--- src/hw/rtl/ps2sa_pkg.sv ---
// ----------------------------------------------------------------------------
// ps2sa_pkg
// types, scancode constants and character tables of the ps2 scancode decoder
// ----------------------------------------------------------------------------
package ps2sa_pkg;

    // result kinds
    localparam logic [1:0] KIND_STATUS = 2'd0;
    localparam logic [1:0] KIND_CHAR   = 2'd1;
    localparam logic [1:0] KIND_CMD    = 2'd2;

    // special scancodes
    localparam logic [7:0] SC_NONE      = 8'h00;
    localparam logic [7:0] SC_SELF_TEST = 8'hAA;
    localparam logic [7:0] SC_EXTENDED  = 8'hE0;
    localparam logic [7:0] SC_BREAK     = 8'hF0;
    localparam logic [7:0] SC_LSHIFT    = 8'h12;
    localparam logic [7:0] SC_RSHIFT    = 8'h59;
    localparam logic [7:0] SC_CTRL      = 8'h14;
    localparam logic [7:0] SC_ALT       = 8'h11;
    localparam logic [7:0] SC_NUM_LOCK  = 8'h77;
    localparam logic [7:0] SC_CAPS_LOCK = 8'h58;
    localparam logic [7:0] SC_SCRL_LOCK = 8'h7E;

    // keyboard command to set the leds
    localparam logic [7:0] CMD_SET_LEDS = 8'hED;

    // lowercase letter range and case offset
    localparam logic [7:0] CH_LOWER_A = 8'h61;
    localparam logic [7:0] CH_LOWER_Z = 8'h7A;
    localparam logic [7:0] CH_CASE_OFS = 8'h20;

    typedef struct packed {
        logic break_pending;
        logic extended_pending;
        logic shift_held;
        logic ctrl_held;
        logic alt_held;
        logic caps_lock;
        logic num_lock;
        logic scroll_lock;
        logic lock_key_held;
        logic self_test_flag;
    } t_state;

    typedef struct packed {
        logic [1:0] item_kind;
        logic [7:0] out_byte;
        logic       last_item;
        logic       shift_down;
        logic       ctrl_down;
        logic       alt_down;
        logic       caps_on;
        logic       num_on;
        logic       scroll_on;
        logic       self_test_seen;
    } t_result;

    // unshifted table
    function automatic logic [7:0] f_plain_char(input logic [7:0] sc);
        logic [7:0] ch;
        ch = 8'h00;
        case (sc)
            8'h7c: ch = "*";
            8'h7b: ch = "-";
            8'h79: ch = "+";
            8'h70: ch = "0";
            8'h69: ch = "1";
            8'h7a: ch = "3";
            8'h73: ch = "5";
            8'h6c: ch = "7";
            8'h7d: ch = "9";
            8'h71: ch = ".";
            8'h75: ch = 8'h11;
            8'h72: ch = 8'h12;
            8'h6b: ch = 8'h13;
            8'h74: ch = 8'h14;
            8'h1c: ch = "a";
            8'h32: ch = "b";
            8'h21: ch = "c";
            8'h23: ch = "d";
            8'h24: ch = "e";
            8'h2b: ch = "f";
            8'h34: ch = "g";
            8'h33: ch = "h";
            8'h43: ch = "i";
            8'h3b: ch = "j";
            8'h42: ch = "k";
            8'h4b: ch = "l";
            8'h3a: ch = "m";
            8'h31: ch = "n";
            8'h44: ch = "o";
            8'h4d: ch = "p";
            8'h15: ch = "q";
            8'h2d: ch = "r";
            8'h1b: ch = "s";
            8'h2c: ch = "t";
            8'h3c: ch = "u";
            8'h2a: ch = "v";
            8'h1d: ch = "w";
            8'h22: ch = "x";
            8'h35: ch = "y";
            8'h1a: ch = "z";
            8'h45: ch = "0";
            8'h16: ch = "1";
            8'h1e: ch = "2";
            8'h26: ch = "3";
            8'h25: ch = "4";
            8'h2e: ch = "5";
            8'h36: ch = "6";
            8'h3d: ch = "7";
            8'h3e: ch = "8";
            8'h46: ch = "9";
            8'h29: ch = 8'h20;
            8'h5a: ch = 8'h0d;
            8'h66: ch = 8'h08;
            8'h0d: ch = 8'h09;
            8'h54: ch = "[";
            8'h5b: ch = "]";
            8'h4e: ch = "-";
            8'h55: ch = "=";
            8'h4c: ch = ";";
            8'h52: ch = 8'h27;
            8'h0e: ch = 8'h60;
            8'h41: ch = ",";
            8'h49: ch = ".";
            8'h5d: ch = 8'h5c;
            8'h4a: ch = "/";
            default: ch = 8'h00;
        endcase
        return ch;
    endfunction

    // shifted table
    function automatic logic [7:0] f_shift_char(input logic [7:0] sc);
        logic [7:0] ch;
        ch = 8'h00;
        case (sc)
            8'h1c: ch = "A";
            8'h32: ch = "B";
            8'h21: ch = "C";
            8'h23: ch = "D";
            8'h24: ch = "E";
            8'h2b: ch = "F";
            8'h34: ch = "G";
            8'h33: ch = "H";
            8'h43: ch = "I";
            8'h3b: ch = "J";
            8'h42: ch = "K";
            8'h4b: ch = "L";
            8'h3a: ch = "M";
            8'h31: ch = "N";
            8'h44: ch = "O";
            8'h4d: ch = "P";
            8'h15: ch = "Q";
            8'h2d: ch = "R";
            8'h1b: ch = "S";
            8'h2c: ch = "T";
            8'h3c: ch = "U";
            8'h2a: ch = "V";
            8'h1d: ch = "W";
            8'h22: ch = "X";
            8'h35: ch = "Y";
            8'h1a: ch = "Z";
            8'h45: ch = ")";
            8'h16: ch = "!";
            8'h1e: ch = "@";
            8'h26: ch = "#";
            8'h25: ch = "$";
            8'h2e: ch = "%";
            8'h36: ch = "^";
            8'h3d: ch = "&";
            8'h3e: ch = "*";
            8'h46: ch = "(";
            8'h29: ch = 8'h20;
            8'h5a: ch = 8'h0d;
            8'h66: ch = 8'h08;
            8'h54: ch = "{";
            8'h5b: ch = "}";
            8'h4e: ch = "_";
            8'h55: ch = "+";
            8'h4c: ch = ":";
            8'h52: ch = 8'h22;
            8'h0e: ch = "~";
            8'h41: ch = "<";
            8'h49: ch = ">";
            8'h5d: ch = "|";
            8'h4a: ch = "?";
            default: ch = 8'h00;
        endcase
        return ch;
    endfunction

    // keypad arrows when num lock is on
    function automatic logic [7:0] f_num_char(input logic [7:0] sc);
        logic [7:0] ch;
        ch = 8'h00;
        case (sc)
            8'h75: ch = "8";
            8'h72: ch = "2";
            8'h6b: ch = "4";
            8'h74: ch = "6";
            default: ch = 8'h00;
        endcase
        return ch;
    endfunction

    // extended codes that carry a character
    function automatic logic [7:0] f_ext_char(input logic [7:0] sc);
        logic [7:0] ch;
        ch = 8'h00;
        case (sc)
            8'h4a: ch = "/";
            8'h5a: ch = 8'h0d;
            default: ch = 8'h00;
        endcase
        return ch;
    endfunction

endpackage

--- src/hw/rtl/ps2sa_in_if.sv ---
// ----------------------------------------------------------------------------
// ps2sa_in_if
// valid/ready channel that carries one scancode byte per word
// ----------------------------------------------------------------------------
interface ps2sa_in_if;
    logic       valid;
    logic       ready;
    logic [7:0] scan_byte;

    modport source (output valid, output scan_byte, input ready);
    modport sink   (input valid, input scan_byte, output ready);
endinterface

--- src/hw/rtl/ps2sa_out_if.sv ---
// ----------------------------------------------------------------------------
// ps2sa_out_if
// valid/ready channel that carries one decoded result per word
// ----------------------------------------------------------------------------
interface ps2sa_out_if;
    logic       valid;
    logic       ready;
    logic [1:0] item_kind;
    logic [7:0] out_byte;
    logic       last_item;
    logic       shift_down;
    logic       ctrl_down;
    logic       alt_down;
    logic       caps_on;
    logic       num_on;
    logic       scroll_on;
    logic       self_test_seen;

    modport source (
        output valid, output item_kind, output out_byte, output last_item,
        output shift_down, output ctrl_down, output alt_down, output caps_on,
        output num_on, output scroll_on, output self_test_seen, input ready
    );
    modport sink (
        input valid, input item_kind, input out_byte, input last_item,
        input shift_down, input ctrl_down, input alt_down, input caps_on,
        input num_on, input scroll_on, input self_test_seen, output ready
    );
endinterface

--- src/hw/rtl/ps2_scancode_to_ascii_unit.sv ---
// an accepted scancode word is held in the decode register; its result word is registered in r_o when decode retires
// throughput: one scancode per cycle while each gives one result word and the output side is ready
// a lock toggle gives two words (led command, then mask); the next scancode waits in
// decode until the single output register has taken the queued second word
// reset (i_rst_n low, synchronous) empties the pipeline and makes the state
// memory read as all-zero until its first write; no clearing sweep is needed
// ----------------------------------------------------------------------------
// ps2_scancode_to_ascii_unit
// ps2 set 2 scancode to ascii decoder with modifier, lock and led tracking
// ----------------------------------------------------------------------------
module ps2_scancode_to_ascii_unit (
    input  logic        i_clk,
    input  logic        i_rst_n,
    ps2sa_in_if.sink    i_scan,
    ps2sa_out_if.source o_res
);
    import ps2sa_pkg::*;

    // keyboard state word lives in a one-entry synchronous memory
    t_state     r_state_mem [0:0];
    logic       r_mem_valid;     // entry written since reset, else reads as zero
    t_state     r_rd_state;      // registered read data (with forwarding)

    // decode stage: holds the accepted scancode word
    logic       r_s1_valid;
    logic [7:0] r_s1_byte;

    // output register and the queued second word of a led command
    logic       r_o_valid;
    t_result    r_o;
    logic       r_second_valid;
    t_result    r_second;

    t_state     n_state;
    logic [7:0] w_char;
    logic [7:0] w_lookup;
    logic       w_toggled;
    logic       w_zero;
    logic       w_in_fire;
    logic       w_out_fire;
    logic       w_s1_fire;
    t_result    w_first;
    t_result    w_mask_item;
    t_state     w_mem_rd;

    // ------------------------------------------------------------------
    // handshakes
    // ------------------------------------------------------------------
    assign w_out_fire = r_o_valid && o_res.ready;
    // decode retires when the output side can take its word(s); a pending
    // second led word blocks until it has moved to the output register
    assign w_s1_fire  = r_s1_valid && !r_second_valid && (!r_o_valid || o_res.ready);
    assign i_scan.ready = !r_s1_valid || w_s1_fire;
    assign w_in_fire  = i_scan.valid && i_scan.ready;

    assign w_mem_rd = r_mem_valid ? r_state_mem[0] : '0;

    // ------------------------------------------------------------------
    // decode: read-modify of the state word
    // ------------------------------------------------------------------
    always_comb begin
        n_state   = r_rd_state;
        w_char    = 8'h00;
        w_lookup  = 8'h00;
        w_toggled = 1'b0;
        w_zero    = (r_s1_byte == SC_NONE);

        if (w_zero) begin
            // idle byte from the line, dropped without any effect
            n_state = r_rd_state;
        end else if (r_s1_byte == SC_SELF_TEST) begin
            n_state.self_test_flag = 1'b1;
        end else if (r_s1_byte == SC_EXTENDED) begin
            n_state.extended_pending = 1'b1;
        end else if (r_s1_byte == SC_BREAK) begin
            n_state.break_pending = 1'b1;
        end else if (r_rd_state.break_pending) begin
            // key release
            n_state.break_pending    = 1'b0;
            n_state.extended_pending = 1'b0;
            if (r_s1_byte == SC_LSHIFT || r_s1_byte == SC_RSHIFT) begin
                n_state.shift_held = 1'b0;
            end else if (r_s1_byte == SC_CTRL) begin
                n_state.ctrl_held = 1'b0;
            end else if (r_s1_byte == SC_ALT) begin
                n_state.alt_held = 1'b0;
            end else if (r_s1_byte == SC_NUM_LOCK || r_s1_byte == SC_CAPS_LOCK ||
                         r_s1_byte == SC_SCRL_LOCK) begin
                n_state.lock_key_held = 1'b0;
            end
        end else if (r_rd_state.extended_pending) begin
            // extended make: right ctrl/alt or keypad slash/enter
            n_state.extended_pending = 1'b0;
            if (r_s1_byte == SC_CTRL) begin
                n_state.ctrl_held = 1'b1;
            end else if (r_s1_byte == SC_ALT) begin
                n_state.alt_held = 1'b1;
            end else begin
                w_char = f_ext_char(r_s1_byte);
            end
        end else if (r_s1_byte == SC_LSHIFT || r_s1_byte == SC_RSHIFT) begin
            n_state.shift_held = 1'b1;
        end else if (r_s1_byte == SC_CTRL) begin
            n_state.ctrl_held = 1'b1;
        end else if (r_s1_byte == SC_ALT) begin
            n_state.alt_held = 1'b1;
        end else if (r_s1_byte == SC_NUM_LOCK && !r_rd_state.lock_key_held) begin
            n_state.num_lock      = !r_rd_state.num_lock;
            n_state.lock_key_held = 1'b1;
            w_toggled             = 1'b1;
        end else if (r_s1_byte == SC_CAPS_LOCK && !r_rd_state.lock_key_held) begin
            n_state.caps_lock     = !r_rd_state.caps_lock;
            n_state.lock_key_held = 1'b1;
            w_toggled             = 1'b1;
        end else if (r_s1_byte == SC_SCRL_LOCK && !r_rd_state.lock_key_held) begin
            n_state.scroll_lock   = !r_rd_state.scroll_lock;
            n_state.lock_key_held = 1'b1;
            w_toggled             = 1'b1;
        end else begin
            // table priority: shifted, then num lock keypad, then plain
            if (r_rd_state.shift_held) begin
                w_lookup = f_shift_char(r_s1_byte);
            end
            if (w_lookup == 8'h00 && r_rd_state.num_lock) begin
                w_lookup = f_num_char(r_s1_byte);
            end
            if (w_lookup == 8'h00) begin
                w_lookup = f_plain_char(r_s1_byte);
                if ((r_rd_state.shift_held != r_rd_state.caps_lock) &&
                    w_lookup >= CH_LOWER_A && w_lookup <= CH_LOWER_Z) begin
                    w_lookup = w_lookup - CH_CASE_OFS;
                end
            end
            w_char = w_lookup;
        end
    end

    // result words carry the state after this scancode
    always_comb begin
        w_first.shift_down     = n_state.shift_held;
        w_first.ctrl_down      = n_state.ctrl_held;
        w_first.alt_down       = n_state.alt_held;
        w_first.caps_on        = n_state.caps_lock;
        w_first.num_on         = n_state.num_lock;
        w_first.scroll_on      = n_state.scroll_lock;
        w_first.self_test_seen = n_state.self_test_flag;

        if (w_toggled) begin
            w_first.item_kind = KIND_CMD;
            w_first.out_byte  = CMD_SET_LEDS;
            w_first.last_item = 1'b0;
        end else if (w_char != 8'h00) begin
            w_first.item_kind = KIND_CHAR;
            w_first.out_byte  = w_char;
            w_first.last_item = 1'b1;
        end else begin
            w_first.item_kind = KIND_STATUS;
            w_first.out_byte  = 8'h00;
            w_first.last_item = 1'b1;
        end

        // led mask: caps, num, scroll from high to low
        w_mask_item = w_first;
        w_mask_item.item_kind = KIND_CMD;
        w_mask_item.out_byte  = {5'b00000, n_state.caps_lock, n_state.num_lock,
                                 n_state.scroll_lock};
        w_mask_item.last_item = 1'b1;
    end

    // ------------------------------------------------------------------
    // control registers
    // ------------------------------------------------------------------
    always_ff @(posedge i_clk) begin
        if (!i_rst_n) begin
            r_s1_valid     <= 1'b0;
            r_mem_valid    <= 1'b0;
            r_o_valid      <= 1'b0;
            r_second_valid <= 1'b0;
        end else begin
            if (w_in_fire) begin
                r_s1_valid <= 1'b1;
            end else if (w_s1_fire) begin
                r_s1_valid <= 1'b0;
            end

            if (w_s1_fire) begin
                r_mem_valid <= 1'b1;
            end

            if (w_s1_fire && !w_zero) begin
                r_o_valid      <= 1'b1;
                r_second_valid <= w_toggled;
            end else if (w_out_fire) begin
                if (r_second_valid) begin
                    r_second_valid <= 1'b0;
                end else begin
                    r_o_valid <= 1'b0;
                end
            end
        end
    end

    // ------------------------------------------------------------------
    // payload registers and state memory
    // ------------------------------------------------------------------
    always_ff @(posedge i_clk) begin
        if (w_in_fire) begin
            r_s1_byte <= i_scan.scan_byte;
            // forward the write of the retiring word to the next reader
            r_rd_state <= w_s1_fire ? n_state : w_mem_rd;
        end

        if (w_s1_fire) begin
            r_state_mem[0] <= n_state;
        end

        if (w_s1_fire && !w_zero) begin
            r_o      <= w_first;
            r_second <= w_mask_item;
        end else if (w_out_fire && r_second_valid) begin
            r_o <= r_second;
        end
    end

    // ------------------------------------------------------------------
    // output channel
    // ------------------------------------------------------------------
    assign o_res.valid          = r_o_valid;
    assign o_res.item_kind      = r_o.item_kind;
    assign o_res.out_byte       = r_o.out_byte;
    assign o_res.last_item      = r_o.last_item;
    assign o_res.shift_down     = r_o.shift_down;
    assign o_res.ctrl_down      = r_o.ctrl_down;
    assign o_res.alt_down       = r_o.alt_down;
    assign o_res.caps_on        = r_o.caps_on;
    assign o_res.num_on         = r_o.num_on;
    assign o_res.scroll_on      = r_o.scroll_on;
    assign o_res.self_test_seen = r_o.self_test_seen;

endmodule

--- src/flat_wrapper.sv ---
// flat-port wrapper written by rule: the top's interface ports become plain ports
module ps2_scancode_to_ascii_unit_flat import ps2sa_pkg::*;
  (i_clk, i_rst_n, i_scan_valid, i_scan_scan_byte, i_scan_ready, o_res_valid, o_res_item_kind, o_res_out_byte, o_res_last_item, o_res_shift_down, o_res_ctrl_down, o_res_alt_down, o_res_caps_on, o_res_num_on, o_res_scroll_on, o_res_self_test_seen, o_res_ready);
  ps2sa_in_if i_scan_i ();
  ps2sa_out_if o_res_i ();
  input  logic i_clk;
  input  logic i_rst_n;
  input wire logic [$bits(i_scan_i.valid)-1:0] i_scan_valid;
  input wire logic [$bits(i_scan_i.scan_byte)-1:0] i_scan_scan_byte;
  output wire logic [$bits(i_scan_i.ready)-1:0] i_scan_ready;
  output wire logic [$bits(o_res_i.valid)-1:0] o_res_valid;
  output wire logic [$bits(o_res_i.item_kind)-1:0] o_res_item_kind;
  output wire logic [$bits(o_res_i.out_byte)-1:0] o_res_out_byte;
  output wire logic [$bits(o_res_i.last_item)-1:0] o_res_last_item;
  output wire logic [$bits(o_res_i.shift_down)-1:0] o_res_shift_down;
  output wire logic [$bits(o_res_i.ctrl_down)-1:0] o_res_ctrl_down;
  output wire logic [$bits(o_res_i.alt_down)-1:0] o_res_alt_down;
  output wire logic [$bits(o_res_i.caps_on)-1:0] o_res_caps_on;
  output wire logic [$bits(o_res_i.num_on)-1:0] o_res_num_on;
  output wire logic [$bits(o_res_i.scroll_on)-1:0] o_res_scroll_on;
  output wire logic [$bits(o_res_i.self_test_seen)-1:0] o_res_self_test_seen;
  input wire logic [$bits(o_res_i.ready)-1:0] o_res_ready;
  assign i_scan_i.valid = i_scan_valid;
  assign i_scan_i.scan_byte = i_scan_scan_byte;
  assign i_scan_ready = i_scan_i.ready;
  assign o_res_valid = o_res_i.valid;
  assign o_res_item_kind = o_res_i.item_kind;
  assign o_res_out_byte = o_res_i.out_byte;
  assign o_res_last_item = o_res_i.last_item;
  assign o_res_shift_down = o_res_i.shift_down;
  assign o_res_ctrl_down = o_res_i.ctrl_down;
  assign o_res_alt_down = o_res_i.alt_down;
  assign o_res_caps_on = o_res_i.caps_on;
  assign o_res_num_on = o_res_i.num_on;
  assign o_res_scroll_on = o_res_i.scroll_on;
  assign o_res_self_test_seen = o_res_i.self_test_seen;
  assign o_res_i.ready = o_res_ready;
  ps2_scancode_to_ascii_unit u_core (.i_clk(i_clk), .i_rst_n(i_rst_n), .i_scan(i_scan_i), .o_res(o_res_i));
endmodule
--- config.mk ---
export PLATFORM = sky130hd
export DESIGN_NAME = ps2_scancode_to_ascii_unit_flat
export DESIGN_NICKNAME = d
export VERILOG_FILES = /design/src/hw/rtl/ps2sa_pkg.sv /design/src/hw/rtl/ps2sa_in_if.sv /design/src/hw/rtl/ps2sa_out_if.sv /design/src/hw/rtl/ps2_scancode_to_ascii_unit.sv /design/src/flat_wrapper.sv
export SDC_FILE = /design/constraint.sdc
export NUM_CORES = 1
export LEC_CHECK = 0
export BUFFER_PORTS_ARGS = -buffer_cell sky130_fd_sc_hd__buf_2
export CAP_MARGIN = 10
export CELL_PAD_IN_SITES_DETAIL_PLACEMENT = 1
export CELL_PAD_IN_SITES_GLOBAL_PLACEMENT = 1
export CORE_MARGIN = 2
export CORE_UTILIZATION = 40
export CTS_BUF_LIST = sky130_fd_sc_hd__clkbuf_16
export DETAILED_ROUTE_END_ITERATION = 10
export GPL_TIMING_DRIVEN = 0
export PLACE_DENSITY_LB_ADDON = 0.08
export SLEW_MARGIN = 5
export SYNTH_ARGS = -nofsm -noshare
export SYNTH_HDL_FRONTEND = slang
export SYNTH_SLANG_ARGS = --single-unit
--- constraint.sdc ---
create_clock -name i_clk -period 4.7 [get_ports i_clk]
set_input_delay 0.235 -clock i_clk [delete_from_list [all_inputs] [get_ports i_clk]]
set_output_delay 0.235 -clock i_clk [all_outputs]
set_load 0.01 [all_outputs]
==> summary.md <==
| Metric | Value |
|---|---|
| Worst IR drop on VDD | `0.137 mV` |
| First element of the critical path | `u_core.o_res.valid` |
| Final count of hold timing violations | `0` |
| Synth Warn # | `0` |
| Total nets after synthesis | `624` |
| Worst Path Max Fanout | `10` |
| Gpl congestion | `0.960` |
| Via total after detailed routing | `5282` |
| Combinational Power Share | `26.5%` |
| Core Area | `12600 sq um` |
| Number of setup violations in the final report | `0` |
| Detailed-route DRC error count | `0` |
| Main combinational cell family by area after synthesis | `compound AO/OA/AOI/OAI gates` |
| Gr ovfl total | `0` |
| Portion of netlist area occupied by mux cells | `1.64%` |
| Via count normalized by instance count | `6.43` |
| Die boundary height | `118 um` |
| Die ar. | `13900 sq um` |
| Most common cell after layout, fill and taps aside | `sky130_fd_sc_hd__edfxtp_1` |
| Portion of total power attributed to sequential cells | `40.6%` |
| Fraction of synthesized cell area in xor and xnor cells | `1.35%` |
| I/O Pins | `32` |
| PostCTS Resize Cnt | `0` |
| Routed wirelength normalized by instance count | `25.3 um` |
| Relative slew margins | `22.3%` |
| Vias in the first global route | `5470` |
| Final setup TNS | `0 ns` |
| Slowest cell on the critical path | `sky130_fd_sc_hd__a21oi_2` |
| IO buf count | `31` |
| Instance count of the mapped netlist | `601` |
| Maximum number of pins on one net before global-route repair | `28` |
| Final period utilization | `90.7%` |
| CP arrival | `4.44 ns` |
| NetSw | `632 uW` |
| Share of total power consumed by net switching | `33.8%` |
| Highest Clock Rate | `0.235 GHz` |
| TritonCTS clock tree | `yes` |
| Clock transition time at the flip-flop clock pins of the worst setup and hold paths | `0.06 ns` |
| Worst r2r src | `u_core.o_res.valid` |
| Share of the synthesized area in compound gates (AO/OA/AOI/OAI) | `29.3%` |
| DP HPWL | `15600 um` |
| Top cell family by delay on the critical path | `compound AO/OA/AOI/OAI gates` |
| 1st-pass router iterations | `5` |
| Overall routed net length | `20700 um` |
| Transition time at the pin with the least slew margin | `1.13 ns` |
| Final core area utilization | `46.3%` |
| ANT cells | `0` |
| Class of the most critical setup path | `flip-flop to flip-flop` |
| Part of the Yosys area used for sequential elements | `37.6%` |
| Deepest level of the CTS H-tree | `3` |
| Overall track demand over capacity in global routing | `30.1%` |
| Worst clock skew | `0.00757 ns` |
| Setup crit start kind | `flip-flop` |
| Sinks on the clock net | `71` |
| Placement Rows | `41` |
| Worst hold slack | `0.0686 ns` |
| Leakage power total | `2.15 nW` |
| Area grow syn2layout | `12.6%` |
| Cell accounting for the most synthesized area | `sky130_fd_sc_hd__edfxtp_1` |
| Antenna violations before repair | `0` |
| Number of design-rule violations left by the first detailed-router iteration | `538` |
| Post-Synth Simple-Gate Area | `21.0%` |
| First-pass GRT wire length | `32300 um` |
| EDFF count, synth | `53` |
| #FFs+latches synth | `71` |
| Data required time of the worst path | `4.87 ns` |
| Fraction of the mapped netlist area in adder cells | `2.65%` |
| Logic depth of the worst register-to-register path | `15` |
| Hold buffer count at CTS | `0` |
| Cell count after placement | `805` |
| Die Wd | `118 um` |
| Fin crit period | `4.26 ns` |
| Levels on crit path | `15` |
| Proportion of register bits with asynchronous set or reset after synthesis | `0%` |
| Cell Int Power | `1.24 mW` |
| Library cell used as clock root buffer | `sky130_fd_sc_hd__clkbuf_16` |
| Ratio of cells with drive above 1 in the final layout | `14.8%` |
| R2R Setup Slk | `0.44 ns` |
| Number of nets still failing antenna checks after routing | `0` |
| Post-Layout Cell Count | `821` |
| Class of the tightest hold or removal check | `input port to flip-flop` |
| Number of buffers inserted by post-CTS setup repair | `0` |
| Crit path capture type | `flip-flop` |
| CP Cell Sequence | `nor2b_1, o21a_2, inv_2, nand2_1, buf_2, a21oi_2, inv_1, ha_1, clkbuf_1, inv_1, a21oi_1, a211oi_1, o31ai_1, a21oi_1, o22ai_1` |
| Latest clock arrival within the worst-skew pair | `0.34 ns` |
| Primary FF master, synth | `sky130_fd_sc_hd__edfxtp_1` |
| Fin nets | `667` |
| Synth unique cells | `83` |
| Fraction of post-synthesis cell area in the top cell type by area | `30.7%` |
| Initial Utilization | `41.1%` |
| Ranking of synthesized cells by area | `sky130_fd_sc_hd__edfxtp_1 (31%), sky130_fd_sc_hd__dfxtp_1 (6.9%), sky130_fd_sc_hd__a21oi_1 (5.0%)` |
| Max-cap viol count | `0` |
| Unrepaired setup endpoints after global routing | `no` |
| Max Buffers Root-to-Sink | `2` |
| Share of power burned in the clock network | `33.0%` |
| WP buf/inv | `5` |
| Slowest stage delay, CP | `0.53 ns` |
| Status | `finished clean` |
| Most used cells in the layout excluding fill and tap cells | `sky130_fd_sc_hd__edfxtp_1 (53), sky130_fd_sc_hd__a21oi_1 (52), sky130_fd_sc_hd__buf_2 (49), sky130_fd_sc_hd__o21ai_0 (49), sky130_fd_sc_hd__nand2_1 (45)` |
| Power density cells | `320 nW/um^2` |
| Num CTS Buffers | `9` |
| Count of fill cells added during filler insertion | `1540` |
| Average cell area after synthesis | `8.63 sq um` |
| Pins Over Slew Limit | `0` |
| Summed instance area of the synthesized netlist | `5180 sq um` |
Yosys cell counts (7+ instances only):
cell and number:
sky130_fd_sc_hd__nand4_1 9, sky130_fd_sc_hd__clkbuf_1 22, sky130_fd_sc_hd__a31oi_1 10, sky130_fd_sc_hd__nand3_1 25, sky130_fd_sc_hd__dfxtp_1 18, sky130_fd_sc_hd__a211oi_1 15
sky130_fd_sc_hd__inv_1 22, sky130_fd_sc_hd__nand2b_1 7, sky130_fd_sc_hd__edfxtp_1 53, sky130_fd_sc_hd__o21ai_0 50, sky130_fd_sc_hd__nor2_1 34, sky130_fd_sc_hd__o211ai_1 7
sky130_fd_sc_hd__a21o_1 8, sky130_fd_sc_hd__a21oi_1 52, sky130_fd_sc_hd__buf_2 18, sky130_fd_sc_hd__nand2_1 45, sky130_fd_sc_hd__ha_1 11, sky130_fd_sc_hd__and3_1 11
sky130_fd_sc_hd__o31ai_1 9, sky130_fd_sc_hd__nor3_1 24
worst reg2reg max path, stage by stage (launching register included):
cell and delay [ns]:
sky130_fd_sc_hd__dfxtp_1 0.33, sky130_fd_sc_hd__nor2b_1 0.15, sky130_fd_sc_hd__o21a_2 0.26, sky130_fd_sc_hd__inv_2 0.11, sky130_fd_sc_hd__nand2_1 0.12, sky130_fd_sc_hd__buf_2 0.22
sky130_fd_sc_hd__a21oi_2 0.53, sky130_fd_sc_hd__inv_1 0.22, sky130_fd_sc_hd__ha_1 0.25, sky130_fd_sc_hd__clkbuf_1 0.29, sky130_fd_sc_hd__inv_1 0.29, sky130_fd_sc_hd__a21oi_1 0.18
sky130_fd_sc_hd__a211oi_1 0.52, sky130_fd_sc_hd__o31ai_1 0.18, sky130_fd_sc_hd__a21oi_1 0.28, sky130_fd_sc_hd__o22ai_1 0.17
power by group through the flow:
stage / logic [mW] / clock network [mW] / registers [mW]
floorplan: 0.314 / 0 / 0.763
global placement: 0.473 / 0 / 0.768
detailed placement: 0.479 / 0 / 0.771
CTS: 0.482 / 0.625 / 0.758
global route: 0.527 / 0.652 / 0.763
finish: 0.495 / 0.615 / 0.758
logic make-up after synthesis:
group                      Yosys count
AOI/OAI and AO/OA                  224
adders and majority gates           11
DFF                                 71
muxes                                7
buffers and inverters               75
xor gates and xnor gates             8
and+or+nand+nor                    205
metal layers:
| layer | GRT usage [%] | vias to the layer above | part of all wire [%] |
|---|---|---|---|
| li1 | - | 2393 | - |
| met1 | 35.4 | 2581 | 39 |
| met2 | 53.3 | 228 | 51 |
| met3 | 3.73 | 80 | 5.2 |
| met4 | 15.9 | 0 | 5.1 |
| met5 | 0 | - | 0 |
worst min-delay path by stage:
stage / from / endpoint / slack, ns / depth (start not counted)
floorplan: i_scan_scan_byte[0] / u_core.r_s1_byte[0] / 0.33 / 0
CTS: i_scan_scan_byte[7] / u_core.r_s1_byte[7] / 0.06 / 1
global route: i_scan_scan_byte[7] / u_core.r_s1_byte[7] / 0.07 / 1
finish: i_scan_scan_byte[7] / u_core.r_s1_byte[7] / 0.07 / 1
global placement: i_scan_scan_byte[7] / u_core.r_s1_byte[7] / 0.41 / 1
detailed placement: i_scan_scan_byte[7] / u_core.r_s1_byte[7] / 0.41 / 1
final cells by class:
| type | instances | area, sq um | share of cell area (%) |
|---|---|---|---|
| Clock buffer | 9 | 225 | 3.86 |
| Inverter | 27 | 101 | 1.74 |
| Clock inverter | 7 | 41.3 | 0.707 |
| Sequential cell | 71 | 1950 | 33.4 |
| Tap cell | 172 | 215 | 3.68 |
| Timing Repair Buffer | 32 | 170 | 2.91 |
| Multi-Input combinational cell | 455 | 2910 | 49.8 |
| Buffer | 48 | 229 | 3.92 |
per-stage QoR:
| step | total power [mW] | instance area (sq um) | setup WS, ns |
|---|---|---|---|
| 2_1_floorplan | 1.08 | 5180 | 1.81 |
| 3_3_place_gp | 1.24 | 5560 | 0.593 |
| 3_5_place_dp | 1.25 | 5570 | 0.623 |
| 4_1_cts | 1.86 | 5840 | 0.589 |
| 5_1_grt | 1.94 | 5840 | 0.411 |
| 6_report | 1.87 | 5840 | 0.436 |
Note: power is estimated with default switching activity, not from simulation.
